$ cat config.mk
export PLATFORM = sky130hd
export DESIGN_NAME = deflate_tail_completeness_check_core
export DESIGN_NICKNAME = d
export VERILOG_FILES = /design/src/rtl/core/dtcc_pkg.sv /design/src/rtl/core/dtcc_dp.sv /design/src/rtl/core/dtcc_ctrl.sv /design/src/rtl/core/deflate_tail_completeness_check_core.sv
export SDC_FILE = /design/constraint.sdc
export NUM_CORES = 1
export LEC_CHECK = 0
export CAP_MARGIN = 20
export CORE_AREA = 2 2 126 189
export CTS_BUF_LIST = sky130_fd_sc_hd__clkbuf_8
export DETAILED_ROUTE_END_ITERATION = 16
export DIE_AREA = 0 0 128 191
export DONT_BUFFER_PORTS = 1
export PLACE_DENSITY = 0.48
export SLEW_MARGIN = 20
export SYNTH_ARGS = -nofsm -noshare
export SYNTH_HDL_FRONTEND = slang
export SYNTH_HIERARCHICAL = 1
export SYNTH_SLANG_ARGS = --single-unit
$ cat constraint.sdc
create_clock -name clk -period 6.3 [get_ports clk]
set_input_delay 0.63 -clock clk [delete_from_list [all_inputs] [get_ports clk]]
set_output_delay 0.63 -clock clk [all_outputs]
set_load 0.05 [all_outputs]
$ cat src/rtl/core/dtcc_pkg.sv
`default_nettype none

package dtcc_pkg;

	// result codes carried on the output stream
	typedef enum logic [1:0] {
		STAT_INCOMPLETE = 2'd0,
		STAT_COMPLETE   = 2'd1,
		STAT_INVALID    = 2'd2
	} status_t;

	// deflate block types
	typedef enum logic [1:0] {
		BTYPE_STORED   = 2'd0,
		BTYPE_FIXED    = 2'd1,
		BTYPE_DYNAMIC  = 2'd2,
		BTYPE_RESERVED = 2'd3
	} btype_t;

	// controller states
	typedef enum logic [2:0] {
		CS_IDLE,
		CS_HDR,
		CS_STORED,
		CS_CODE,
		CS_LEN_EXT,
		CS_DIST,
		CS_DIST_EXT,
		CS_DONE
	} ctrl_state_t;

	// datapath operations
	typedef enum logic [2:0] {
		OP_NOP,
		OP_LOAD,
		OP_HDR,
		OP_CODE,
		OP_SKIP,
		OP_DIST
	} dp_op_t;

	// outcome of one literal/length code bit
	typedef enum logic [2:0] {
		SYM_NONE,
		SYM_LIT,
		SYM_EOB,
		SYM_LEN,
		SYM_BAD
	} sym_kind_t;

	localparam int TAIL_W  = 40;
	localparam int COUNT_W = 6;
	localparam int CODE_W  = 9;
	localparam int NB_W    = 4;
	localparam int EXT_W   = 4;

	localparam logic [COUNT_W-1:0] HDR_BITS    = 6'd3;
	localparam logic [COUNT_W-1:0] DIST_BITS   = 6'd5;
	localparam logic [COUNT_W-1:0] STORED_MIN  = 6'd32;
	localparam logic [NB_W-1:0]    NB_SHORT    = 4'd7;
	localparam logic [NB_W-1:0]    NB_MID      = 4'd8;
	localparam logic [NB_W-1:0]    NB_LONG     = 4'd9;
	localparam logic [6:0]         FIX7_MAX    = 7'h17;
	localparam logic [7:0]         LIT8_LO     = 8'h30;
	localparam logic [7:0]         LIT8_HI     = 8'hBF;
	localparam logic [7:0]         LEN8_LO     = 8'hC0;
	localparam logic [7:0]         LEN8_HI     = 8'hC7;
	localparam logic [8:0]         LIT9_LO     = 9'h190;
	localparam logic [4:0]         LEN8_IDX0   = 5'd23;
	localparam logic [4:0]         LEN_IDX_MAX = 5'd28;
	localparam logic [4:0]         DIST_MAX    = 5'd29;
	localparam logic [31:0]        STORED_EMPTY = 32'hFFFF0000;

	// controller to datapath
	typedef struct packed {
		dp_op_t  op;
		logic    res_we;
		status_t res;
		logic    out_load;
	} dp_cmd_t;

	// datapath to controller
	typedef struct packed {
		logic      count_bad;
		logic      hdr_short;
		btype_t    btype;
		logic      bfinal;
		status_t   stored_res;
		logic      rem_zero;
		sym_kind_t sym;
		logic      ext_short;
		logic      dist_short;
		logic      dist_bad;
		logic      out_free;
	} dp_sts_t;

	// extra bits of a length symbol, by index from symbol 257
	function automatic logic [EXT_W-1:0] len_extra(input logic [4:0] idx);
		logic [4:0] t;
		t = idx - 5'd4;
		if (idx < 5'd8 || idx >= 5'd28)
			return '0;
		return {1'b0, t[4:2]};
	endfunction

	// extra bits of a distance code
	function automatic logic [EXT_W-1:0] dist_extra(input logic [4:0] d);
		if (d < 5'd4)
			return '0;
		return d[4:1] - 4'd1;
	endfunction

endpackage

`default_nettype wire

$ cat src/rtl/core/dtcc_dp.sv
`default_nettype none

module dtcc_dp #(
	parameter int MAX_TAIL_BITS = 40
) (
	input  wire logic                          clk,
	input  wire logic                          arst_n,
	input  wire logic [dtcc_pkg::TAIL_W-1:0]   tail_bits,
	input  wire logic [dtcc_pkg::COUNT_W-1:0]  bit_count,
	input  wire dtcc_pkg::dp_cmd_t             cmd,
	output dtcc_pkg::dp_sts_t                  sts,
	output logic                               out_valid,
	input  wire logic                          out_ready,
	output dtcc_pkg::status_t                  out_status
);

	localparam logic [dtcc_pkg::COUNT_W-1:0] MAX_C = dtcc_pkg::COUNT_W'(MAX_TAIL_BITS);

	logic [dtcc_pkg::TAIL_W-1:0]  data_q;
	logic [dtcc_pkg::COUNT_W-1:0] rem_q;
	logic [dtcc_pkg::CODE_W-1:0]  code_q;
	logic [dtcc_pkg::NB_W-1:0]    nb_q;
	logic [dtcc_pkg::EXT_W-1:0]   ext_q;
	logic                         bfinal_q;
	logic                         bad_q;
	dtcc_pkg::status_t            res_q;
	dtcc_pkg::status_t            out_status_q;
	logic                         out_valid_q;

	logic [dtcc_pkg::CODE_W-1:0]  code_n;
	logic [dtcc_pkg::NB_W-1:0]    nb_n;
	logic [4:0]                   len_idx;
	dtcc_pkg::sym_kind_t          sym;
	logic [dtcc_pkg::TAIL_W-1:0]  stored_shift;
	logic [31:0]                  stored_word;
	logic [4:0]                   dcode;
	logic [dtcc_pkg::COUNT_W-1:0] ext_wide;

	// next code bit, first stream bit ends up as msb
	assign code_n   = {code_q[dtcc_pkg::CODE_W-2:0], data_q[0]};
	assign nb_n     = nb_q + 4'd1;
	assign ext_wide = {2'b00, ext_q};

	// fixed literal/length code classification
	always_comb begin
		sym     = dtcc_pkg::SYM_NONE;
		len_idx = '0;
		if (nb_n == dtcc_pkg::NB_SHORT && code_n[6:0] <= dtcc_pkg::FIX7_MAX) begin
			len_idx = code_n[4:0] - 5'd1;
			if (code_n[6:0] == 7'd0)
				sym = dtcc_pkg::SYM_EOB;
			else
				sym = dtcc_pkg::SYM_LEN;
		end else if (nb_n == dtcc_pkg::NB_MID &&
				code_n[7:0] inside {[dtcc_pkg::LIT8_LO:dtcc_pkg::LIT8_HI]}) begin
			sym = dtcc_pkg::SYM_LIT;
		end else if (nb_n == dtcc_pkg::NB_MID &&
				code_n[7:0] inside {[dtcc_pkg::LEN8_LO:dtcc_pkg::LEN8_HI]}) begin
			len_idx = dtcc_pkg::LEN8_IDX0 + {2'b00, code_n[2:0]};
			if (len_idx > dtcc_pkg::LEN_IDX_MAX)
				sym = dtcc_pkg::SYM_BAD;
			else
				sym = dtcc_pkg::SYM_LEN;
		end else if (nb_n == dtcc_pkg::NB_LONG) begin
			if (code_n >= dtcc_pkg::LIT9_LO)
				sym = dtcc_pkg::SYM_LIT;
			else
				sym = dtcc_pkg::SYM_BAD;
		end
	end

	// stored block: skip padding, then len and nlen
	always_comb begin
		stored_shift = data_q >> rem_q[2:0];
		stored_word  = stored_shift[31:0];
	end

	// distance code is read msb-first
	assign dcode = {data_q[0], data_q[1], data_q[2], data_q[3], data_q[4]};

	// status toward the controller
	always_comb begin
		sts.count_bad  = bad_q;
		sts.hdr_short  = rem_q < dtcc_pkg::HDR_BITS;
		sts.btype      = dtcc_pkg::btype_t'(data_q[2:1]);
		sts.bfinal     = bfinal_q;
		if (rem_q < dtcc_pkg::STORED_MIN)
			sts.stored_res = dtcc_pkg::STAT_INCOMPLETE;
		else if (stored_word[15:0] != ~stored_word[31:16])
			sts.stored_res = dtcc_pkg::STAT_INVALID;
		else if (stored_word == dtcc_pkg::STORED_EMPTY)
			sts.stored_res = dtcc_pkg::STAT_COMPLETE;
		else
			sts.stored_res = dtcc_pkg::STAT_INCOMPLETE;
		sts.rem_zero   = rem_q == '0;
		sts.sym        = sym;
		sts.ext_short  = rem_q < ext_wide;
		sts.dist_short = rem_q < dtcc_pkg::DIST_BITS;
		sts.dist_bad   = dcode > dtcc_pkg::DIST_MAX;
		sts.out_free   = !out_valid_q || out_ready;
	end

	// bit walk registers
	always_ff @(posedge clk) begin
		case (cmd.op)
			dtcc_pkg::OP_LOAD: begin
				data_q <= tail_bits;
				rem_q  <= bit_count;
				bad_q  <= (bit_count == '0) || (bit_count >= MAX_C);
			end
			dtcc_pkg::OP_HDR: begin
				data_q   <= data_q >> dtcc_pkg::HDR_BITS;
				rem_q    <= rem_q - dtcc_pkg::HDR_BITS;
				bfinal_q <= data_q[0];
				code_q   <= '0;
				nb_q     <= '0;
			end
			dtcc_pkg::OP_CODE: begin
				data_q <= data_q >> 1;
				rem_q  <= rem_q - 6'd1;
				if (sym == dtcc_pkg::SYM_NONE) begin
					code_q <= code_n;
					nb_q   <= nb_n;
				end else begin
					code_q <= '0;
					nb_q   <= '0;
				end
				if (sym == dtcc_pkg::SYM_LEN)
					ext_q <= dtcc_pkg::len_extra(len_idx);
			end
			dtcc_pkg::OP_SKIP: begin
				data_q <= data_q >> ext_q;
				rem_q  <= rem_q - ext_wide;
			end
			dtcc_pkg::OP_DIST: begin
				data_q <= data_q >> dtcc_pkg::DIST_BITS;
				rem_q  <= rem_q - dtcc_pkg::DIST_BITS;
				ext_q  <= dtcc_pkg::dist_extra(dcode);
			end
			default: begin
			end
		endcase
		if (cmd.res_we)
			res_q <= cmd.res;
		if (cmd.out_load)
			out_status_q <= res_q;
	end

	// output register valid
	always_ff @(posedge clk or negedge arst_n) begin
		if (!arst_n) begin
			out_valid_q <= 1'b0;
		end else if (cmd.out_load) begin
			out_valid_q <= 1'b1;
		end else if (out_ready) begin
			out_valid_q <= 1'b0;
		end
	end

	assign out_valid  = out_valid_q;
	assign out_status = out_status_q;

endmodule

`default_nettype wire

$ cat src/rtl/core/dtcc_ctrl.sv
`default_nettype none

module dtcc_ctrl (
	input  wire logic                clk,
	input  wire logic                arst_n,
	input  wire logic                in_valid,
	output logic                     in_ready,
	input  wire dtcc_pkg::dp_sts_t   sts,
	output dtcc_pkg::dp_cmd_t        cmd
);

	dtcc_pkg::ctrl_state_t state_q;
	dtcc_pkg::ctrl_state_t state_n;

	// state register
	always_ff @(posedge clk or negedge arst_n) begin
		if (!arst_n) begin
			state_q <= dtcc_pkg::CS_IDLE;
		end else begin
			state_q <= state_n;
		end
	end

	assign in_ready = state_q == dtcc_pkg::CS_IDLE;

	// next state and datapath commands
	always_comb begin
		state_n      = state_q;
		cmd.op       = dtcc_pkg::OP_NOP;
		cmd.res_we   = 1'b0;
		cmd.res      = dtcc_pkg::STAT_INCOMPLETE;
		cmd.out_load = 1'b0;
		case (state_q)
			dtcc_pkg::CS_IDLE: begin
				if (in_valid) begin
					cmd.op  = dtcc_pkg::OP_LOAD;
					state_n = dtcc_pkg::CS_HDR;
				end
			end
			dtcc_pkg::CS_HDR: begin
				if (sts.count_bad || sts.hdr_short) begin
					cmd.res_we = 1'b1;
					cmd.res    = dtcc_pkg::STAT_INCOMPLETE;
					state_n    = dtcc_pkg::CS_DONE;
				end else begin
					cmd.op = dtcc_pkg::OP_HDR;
					case (sts.btype)
						dtcc_pkg::BTYPE_STORED:  state_n = dtcc_pkg::CS_STORED;
						dtcc_pkg::BTYPE_FIXED:   state_n = dtcc_pkg::CS_CODE;
						dtcc_pkg::BTYPE_DYNAMIC: begin
							cmd.res_we = 1'b1;
							cmd.res    = dtcc_pkg::STAT_INCOMPLETE;
							state_n    = dtcc_pkg::CS_DONE;
						end
						default: begin
							cmd.res_we = 1'b1;
							cmd.res    = dtcc_pkg::STAT_INVALID;
							state_n    = dtcc_pkg::CS_DONE;
						end
					endcase
				end
			end
			dtcc_pkg::CS_STORED: begin
				cmd.res_we = 1'b1;
				cmd.res    = sts.stored_res;
				state_n    = dtcc_pkg::CS_DONE;
			end
			dtcc_pkg::CS_CODE: begin
				if (sts.rem_zero) begin
					cmd.res_we = 1'b1;
					cmd.res    = dtcc_pkg::STAT_INCOMPLETE;
					state_n    = dtcc_pkg::CS_DONE;
				end else begin
					cmd.op = dtcc_pkg::OP_CODE;
					case (sts.sym)
						dtcc_pkg::SYM_NONE, dtcc_pkg::SYM_LIT: state_n = dtcc_pkg::CS_CODE;
						dtcc_pkg::SYM_EOB: begin
							if (sts.bfinal) begin
								cmd.res_we = 1'b1;
								cmd.res    = dtcc_pkg::STAT_COMPLETE;
								state_n    = dtcc_pkg::CS_DONE;
							end else begin
								state_n = dtcc_pkg::CS_HDR;
							end
						end
						dtcc_pkg::SYM_LEN: state_n = dtcc_pkg::CS_LEN_EXT;
						default: begin
							cmd.res_we = 1'b1;
							cmd.res    = dtcc_pkg::STAT_INVALID;
							state_n    = dtcc_pkg::CS_DONE;
						end
					endcase
				end
			end
			dtcc_pkg::CS_LEN_EXT, dtcc_pkg::CS_DIST_EXT: begin
				if (sts.ext_short) begin
					cmd.res_we = 1'b1;
					cmd.res    = dtcc_pkg::STAT_INCOMPLETE;
					state_n    = dtcc_pkg::CS_DONE;
				end else begin
					cmd.op = dtcc_pkg::OP_SKIP;
					if (state_q == dtcc_pkg::CS_LEN_EXT)
						state_n = dtcc_pkg::CS_DIST;
					else
						state_n = dtcc_pkg::CS_CODE;
				end
			end
			dtcc_pkg::CS_DIST: begin
				if (sts.dist_short) begin
					cmd.res_we = 1'b1;
					cmd.res    = dtcc_pkg::STAT_INCOMPLETE;
					state_n    = dtcc_pkg::CS_DONE;
				end else if (sts.dist_bad) begin
					cmd.res_we = 1'b1;
					cmd.res    = dtcc_pkg::STAT_INVALID;
					state_n    = dtcc_pkg::CS_DONE;
				end else begin
					cmd.op  = dtcc_pkg::OP_DIST;
					state_n = dtcc_pkg::CS_DIST_EXT;
				end
			end
			dtcc_pkg::CS_DONE: begin
				if (sts.out_free) begin
					cmd.out_load = 1'b1;
					state_n      = dtcc_pkg::CS_IDLE;
				end
			end
			default: state_n = dtcc_pkg::CS_IDLE;
		endcase
	end

endmodule

`default_nettype wire

$ cat src/rtl/core/deflate_tail_completeness_check_core.sv
// Deflate tail completeness checker.
// Input stream (s_*): one transaction per request, tail bits and their count.
// The first stream bit sits in bit 0; blocks are walked from there, header
// first, and the walk stops at the end of the first final block, at a
// stored or dynamic block, on invalid input or when bits run out.
// Output stream (m_*): one transaction per request with the status code
// (0 incomplete, 1 complete, 2 invalid).
// After acceptance each block header is checked, fixed codes are walked
// bit by bit and a length/distance pair is taken as length extra bits,
// distance code and distance extra bits. One request is in work at a
// time; the next is taken as soon as the result has moved into the output
// register.
// A stalled receiver holds the result in the output register; a second
// finished result waits in the checker until that register frees up, and
// no new request is taken meanwhile.
// Reset clears the controller and the output valid; no request is lost
// after reset since none is held.
`default_nettype none

module deflate_tail_completeness_check_core #(
	parameter int MAX_TAIL_BITS = 40
) (
	input  wire logic        clk,
	input  wire logic        arst_n,
	input  wire logic        s_tvalid,
	output logic             s_tready,
	input  wire logic [47:0] s_tdata,  // tail_bits [39:0], bit_count [45:40], zero [47:46]
	output logic             m_tvalid,
	input  wire logic        m_tready,
	output logic [7:0]       m_tdata   // status [1:0], zero [7:2]
);

	dtcc_pkg::dp_cmd_t cmd;
	dtcc_pkg::dp_sts_t sts;
	dtcc_pkg::status_t out_status;

	// walk sequencing
	dtcc_ctrl u_ctrl (
		.clk      (clk),
		.arst_n   (arst_n),
		.in_valid (s_tvalid),
		.in_ready (s_tready),
		.sts      (sts),
		.cmd      (cmd)
	);

	// bit walk and result register
	dtcc_dp #(
		.MAX_TAIL_BITS (MAX_TAIL_BITS)
	) u_dp (
		.clk        (clk),
		.arst_n     (arst_n),
		.tail_bits  (s_tdata[39:0]),
		.bit_count  (s_tdata[45:40]),
		.cmd        (cmd),
		.sts        (sts),
		.out_valid  (m_tvalid),
		.out_ready  (m_tready),
		.out_status (out_status)
	);

	assign m_tdata = {6'b000000, out_status};

endmodule

`default_nettype wire
==> results of run 1 <==
-- metal layers --
| layer | part of all wire, % | routed length, µm |
|---|---|---|
| met1 | 40 | 10200 |
| met5 | 0 | 0 |
| met3 | 3.1 | 798 |
| met4 | 3.7 | 949 |
| met2 | 53 | 13400 |
-- through the flow --
step | hold WS, ns | area, µm² | instances
after global placement | 0.335 | 8150 | 1097
after global routing | 0.419 | 8390 | 1114
after floorplan | 0.334 | 8140 | 910
after CTS | 0.374 | 8390 | 1114
after detailed placement | 0.335 | 8150 | 1097
final | 0.411 | 8390 | 1114
-- cell usage in the layout, fill, tap and decap left out, drive strengths merged, types with 22 or more instances in the layout --
master and instances:
nor3 22, inv 53, mux4 53, a21oi 53, a22oi 60, a32oi 30
mux2i 34, nor2 30, nand2 145, o21ai 24, edfxtp 68
-- kinds of logic after synthesis --
group	after synthesis	synth area share (%)
AND/OR/NAND/NOR	278	16.3
AO/OA/AOI/OAI	241	21.5
buffers and inverters	165	8.78
multiplexers	95	20.2
flip-flops	72	26.4
XOR/XNOR	31	3.34
adder cells (fa/ha/maj)	22	3.39
other	1	0.0462
-- flip-flops by register name, summed over array words and instances (netlist names) --
register	flops
u_dp/nb_q	4
u_dp/rem_q	6
u_dp/bad_q	1
u_dp/data_q	40
u_ctrl/state_q	3
u_dp/out_valid	1
u_dp/res_q	2
u_dp/bfinal_q	1
u_dp/ext_q	4
u_dp/code_q	8
u_dp/out_status	2
-- final timing paths --
check                      depth (start not counted)                             to
setup / recovery                                  15      u_dp/data_q[14]$_DFFE_PP_
setup reg to reg                                  15      u_dp/data_q[14]$_DFFE_PP_
max in group asynchronous                          1  u_ctrl/state_q[0]$_DFFE_PN0P_
hold / removal                                     2  u_ctrl/state_q[0]$_DFFE_PN0P_
hold reg to reg                                    0   u_dp/out_status[0]$_DFFE_PP_
min in group asynchronous                          1     u_dp/out_valid$_DFFE_PN0P_
-- critical path, cell delays in order, from the launching register on --
cell and delay (ns):
edfxtp_1 0.34, buf_4 0.38, inv_2 0.40, ha_1 0.46, nand2_1 0.06, nand2_1 0.06, a21o_1 0.15, nor3_1 0.12
o21ai_0 0.19, buf_4 0.20, nor2b_1 0.62, nand2b_1 0.29, nor2_2 0.63, buf_4 0.39, a22oi_1 0.11, a32oi_1 0.24
-- final cells by class --
class	count	area share [%]
tap	280	4.17
multi-input combinational	673	63.3
timing repair buffer	20	1.82
inverter	53	2.37
clock buffer	9	1.48
sequential	72	25.5
clock inverter	7	1.33
-- repair_timing --
item	CTS	global route
endpoints found under the setup margin	0	0
hold buffers	1	0
endpoints found under the hold margin	4	0
==> results.txt, run 1 <==
DR pass1 iterations: 8
Yosys top cell by area: edfxtp_1
Worst reg2reg startpoint: u_dp/ext_q[2]$_DFFE_PP_
Slew HR: 36.8%
Setup WS post-layout: 1.44 ns
Largest net degree at the start of global routing: 46
Overflow after GRT: 0
Ys flop type: edfxtp_1
TritonCTS Buffers: 9
Routed WL: 25.3 mm
Diodes inserted: 0
DR vias: 7088
Clk sinks: 72
Multi-input logic area: 5310 µm²
Pre-CTS setup slack: 1.46 ns
Final-layout fill cell count: 2400
Mapped cell area: 8120 µm²
Storage cell area: 2140 µm²
Final period util: 77.2%
DR WL/cell: 22.8 µm
Met2 Track Usage GR: 37.8%
Post-synth top cells: nand2_1 (145), clkbuf_1 (76), edfxtp_1 (68)
Setup Buffers After CTS: 0
Top post-synthesis cells by area: edfxtp_1 (25%), mux4_2 (13%), nand2_1 (6.7%)
Sequential share of the synthesized area: 26.4%
Antenna violations before repair: 0
CTS clock-pin slew for the worst setup and hold paths: 0.10 ns
Worst min-delay path startpoint: s_tvalid
Final Core Density: 36.8%
Via density: 6.36
Synth top area share: 25.1%
Setup TNS: 0 ns
First-pass GRT wire length: 40.3 mm
Max Clock Freq: 0.206 GHz
Top-count cell post-synth: nand2_1
M3 GR Usage: 2.66%
HPWL Detailed: 18.2 mm
Final routed DRC violation total: 0
Remaining antenna violation count: 0
Final Max Slew Viols: 0
Top Usage Layer GRT: met2
Ys async rst share: 5.56%
Max-cap violations: 0
Die ar.: 24400 µm²
Hold Path Class: primary input to flip-flop
# setup viols final: 0
Share of cells above drive strength 1: 13.1%
Status: finished clean
Syn Inst Count: 905
Vias in the first global route: 7064
DIE HEIGHT: 191 µm
Crit path time final: 4.86 ns
Crit path kind: flip-flop to flip-flop
Core area: 22800 µm²
Hold Vio Cnt, Final: 0
Total track usage: 21.3%
IO Pins: 62
Met1 GRT Util: 25.3%
Buffers on Ports: 0
Required time of the critical path: 6.52 ns
CTS resizes: 0
Mean Syn Cell Area: 8.97 µm²
R2r setup slk: 1.44 ns
Slew @ Worst Pin: 0.942 ns
Initial Util: 35.6%
Placement Rows: 68
Number of flops mapped to enable cells by yosys: 68
CTS H-tree depth: 3
Root buf cell: clkbuf_8
Clk_lat worst skew: 0.40 ns
CTS tree: done
CP Launch Type: flip-flop
Synth cell types: 77
Crit. Startpoint: u_dp/ext_q[2]$_DFFE_PP_
Maximum clock insertion buffer count: 2
1st-iter DRT viols: 673
Yosys reg bits: 72
Layout overhead on the synthesized area: 3.34%
Fin nets: 900
Worst Path Max Fanout: 38
Skew final: 0.0191 ns
RSZ-0062 raised after global routing: no
Chip Width: 128 µm
Worst EP arrival: 5.09 ns
GP Congestion: 0.924
Setup crit end kind: flip-flop
Yosys warning total: 6
Power of run 1 is not shown: default switching activity piles up to over one toggle a cycle in this logic, so the estimate is an artifact.
==> run 2: changes to the inputs <==
--- a/config.mk
+++ b/config.mk
@@ -5,11 +5,12 @@
 export SDC_FILE = /design/constraint.sdc
 export NUM_CORES = 1
 export LEC_CHECK = 0
+export ABC_AREA = 1
 export CAP_MARGIN = 20
-export CORE_AREA = 2 2 126 189
+export CORE_AREA = 2 2 130 195
 export CTS_BUF_LIST = sky130_fd_sc_hd__clkbuf_8
 export DETAILED_ROUTE_END_ITERATION = 16
-export DIE_AREA = 0 0 128 191
+export DIE_AREA = 0 0 132 197
 export DONT_BUFFER_PORTS = 1
 export PLACE_DENSITY = 0.48
 export SLEW_MARGIN = 20
==> constraint.sdc (replaced) <==
create_clock -name clk -period 4.8 [get_ports clk]
set_input_delay 0.48 -clock clk [delete_from_list [all_inputs] [get_ports clk]]
set_output_delay 0.48 -clock clk [all_outputs]
set_load 0.05 [all_outputs]
==> results.txt, run 2 <==
Placement Rows: 70
Synth top area share: 23.6%
Mapped cell area: 8640 µm²
DIE HEIGHT: 197 µm
Crit path kind: flip-flop to flip-flop
DR pass1 iterations: 5
Routed WL: 33.6 mm
Post-synth top cells: nand2_1 (518), nand3_1 (161), inv_1 (144)
Slew HR: 50.0%
Top post-synthesis cells by area: edfxtp_1 (24%), nand2_1 (22%), nand3_1 (9.3%)
Final routed DRC violation total: 0
Initial Util: 35.6%
Hold Path Class: primary input to flip-flop
Worst EP arrival: 4.44 ns
CTS clock-pin slew for the worst setup and hold paths: 0.10 ns
Sequential share of the synthesized area: 24.8%
CP Launch Type: flip-flop
Placed cell area: 8730 µm²
Cell area after layout: 8910 µm²
1st-iter DRT viols: 686
Yosys warning total: 6
IO Pins: 62
Worst reg2reg startpoint: u_dp/rem_q[0]$_DFFE_PP_
Ys async rst share: 5.56%
Total track usage: 25.9%
Share of cells above drive strength 1: 5.33%
Chip Width: 132 µm
First-pass GRT wire length: 51.9 mm
R2r setup slk: 0.64 ns
Max-cap violations: 0
Setup TNS: 0 ns
TritonCTS Buffers: 9
CTS tree: done
Max Clock Freq: 0.240 GHz
Antenna violations before repair: 0
Yosys reg bits: 72
CTS H-tree depth: 3
Die ar.: 26000 µm²
Skew final: 0.0161 ns
Remaining antenna violation count: 0
Hold path endpoint: u_dp/out_valid$_DFFE_PN0P_
Slew @ Worst Pin: 0.750 ns
Final period util: 86.7%
Core area: 24300 µm²
Buffers on Ports: 0
Via density: 5.50
Hold Vio Cnt, Final: 0
Number of flops mapped to enable cells by yosys: 68
GP Congestion: 0.900
Clk sinks: 72
DR WL/cell: 19.6 µm
Crit path time final: 4.16 ns
Setup crit end kind: flip-flop
Worst Path Max Fanout: 41
Mean Syn Cell Area: 6.01 µm²
Largest net degree at the start of global routing: 79
Hold path depth: 3
R2R cell count: 16
Most frequent cells in the layout: nand2_1 (518), nand3_1 (161), inv_1 (144)
Status: finished clean
Top-count cell post-synth: nand2_1
Required time of the critical path: 5.08 ns
Worst min-delay path startpoint: m_tready
Diodes inserted: 0
Clk_lat worst skew: 0.41 ns
Vias in the first global route: 9162
Max reg flops: 40
Maximum clock insertion buffer count: 2
Syn Inst Count: 1438
# setup viols final: 0
Final Max Slew Viols: 0
HPWL Detailed: 24.8 mm
Overflow after GRT: 0
Ys flop type: edfxtp_1
Most flop-heavy register: u_dp/data_q
Most common cell after layout, fill and taps aside: nand2_1
Regs by FF count: u_dp/data_q (40), u_dp/code_q (8), u_dp/rem_q (6)
Synth cell types: 54
DR vias: 9410
Fin nets: 1454
RSZ-0062 raised after global routing: no
RR Endpoint: u_dp/data_q[22]$_DFFE_PP_
Root buf cell: clkbuf_8
Layout overhead on the synthesized area: 3.14%
Yosys top cell by area: edfxtp_1
Setup Buffers After CTS: 0
-- run 2: cell types whose count changed after synthesis, moves of 20 or more --
cell,previous run,this run
mux4_2,48,0
nor2_1,30,69
nand2_1,145,518
clkbuf_1,76,32
inv_1,49,144
nand3_1,10,161
a22oi_1,60,1
mux2i_1,34,14
o22ai_1,2,34
o21ai_0,23,120
a32oi_1,30,0
-- run 2: cell type report --
cell class	count	area, µm²
multi-input combinational	1126	5440
clock buffer	9	124
timing repair buffer	22	180
clock inverter	7	47.5
fill	2778	15300
sequential	72	2140
tap	324	405
inverter	152	578
-- run 2: worst max path at each step --
stage                                        from                         to  slack [ns]  cells after the start
after detailed placement  u_dp/rem_q[0]$_DFFE_PP_  u_dp/data_q[24]$_DFFE_PP_        0.74                     16
after floorplan           u_dp/rem_q[0]$_DFFE_PP_   u_dp/data_q[0]$_DFFE_PP_        1.11                     12
after global placement    u_dp/rem_q[0]$_DFFE_PP_  u_dp/data_q[24]$_DFFE_PP_        0.74                     16
after global routing      u_dp/rem_q[0]$_DFFE_PP_  u_dp/data_q[20]$_DFFE_PP_        0.31                     16
after CTS                 u_dp/rem_q[0]$_DFFE_PP_  u_dp/data_q[24]$_DFFE_PP_        0.69                     16
final                     u_dp/rem_q[0]$_DFFE_PP_  u_dp/data_q[22]$_DFFE_PP_        0.64                     16
-- run 2: routing by layer --
| layer | routed length (µm) | track usage (%) | up-vias |
|---|---|---|---|
| met4 | 1530 | 13.0 | 0 |
| met5 | 0 | 0 | - |
| met1 | 12900 | 28.9 | 4352 |
| met3 | 1510 | 2.85 | 82 |
| li1 | - | - | 4659 |
| met2 | 17700 | 48.5 | 317 |
-- run 2: worst max-delay path, stage by stage (launching register included) --
cell and delay, ns:
edfxtp_1 0.45, inv_4 0.34, ha_1 0.22, inv_1 0.07, fa_1 0.41, a31oi_1 0.25, inv_1 0.09, nor2_1 0.18
o31ai_1 0.16, nor2_1 0.26, nand2_1 0.28, inv_1 0.54, buf_12 0.27, a221oi_1 0.12, nand3_1 0.18, o21ai_0 0.11
inv_1 0.07
-- run 2: cells by family (layout without fill, tap and decap cells) --
kind of cell,count (synthesis),in the layout,share of synthesized area [%]
adder cells (fa/ha/maj),19,19,2.84
XOR/XNOR,6,6,0.695
multiplexers,15,15,1.75
flip-flops,72,72,24.8
AO/OA/AOI/OAI,271,271,17.5
AND/OR/NAND/NOR,809,809,39.9
other,1,6,0.0434
buffers and inverters,245,190,12.6
-- run 2: per-stage QoR --
stage | util [%] | setup slack [ns] | hold WS, ns | cells
2_1_floorplan | - | 1.11 | 0.184 | 1443
3_3_place_gp | 36.0 | 0.738 | 0.185 | 1695
3_5_place_dp | 36.0 | 0.738 | 0.185 | 1695
4_1_cts | 36.7 | 0.688 | 0.223 | 1712
5_1_grt | 36.7 | 0.313 | 0.261 | 1712
6_report | 36.7 | 0.641 | 0.243 | 1712
-- run 2: what timing repair did --
item | 4_1_cts | 5_1_grt
endpoints found under the hold margin | 4 | 0
hold buffers | 1 | 0
resized for setup | 0 | 0
Power of run 2 is left out for the same reason.
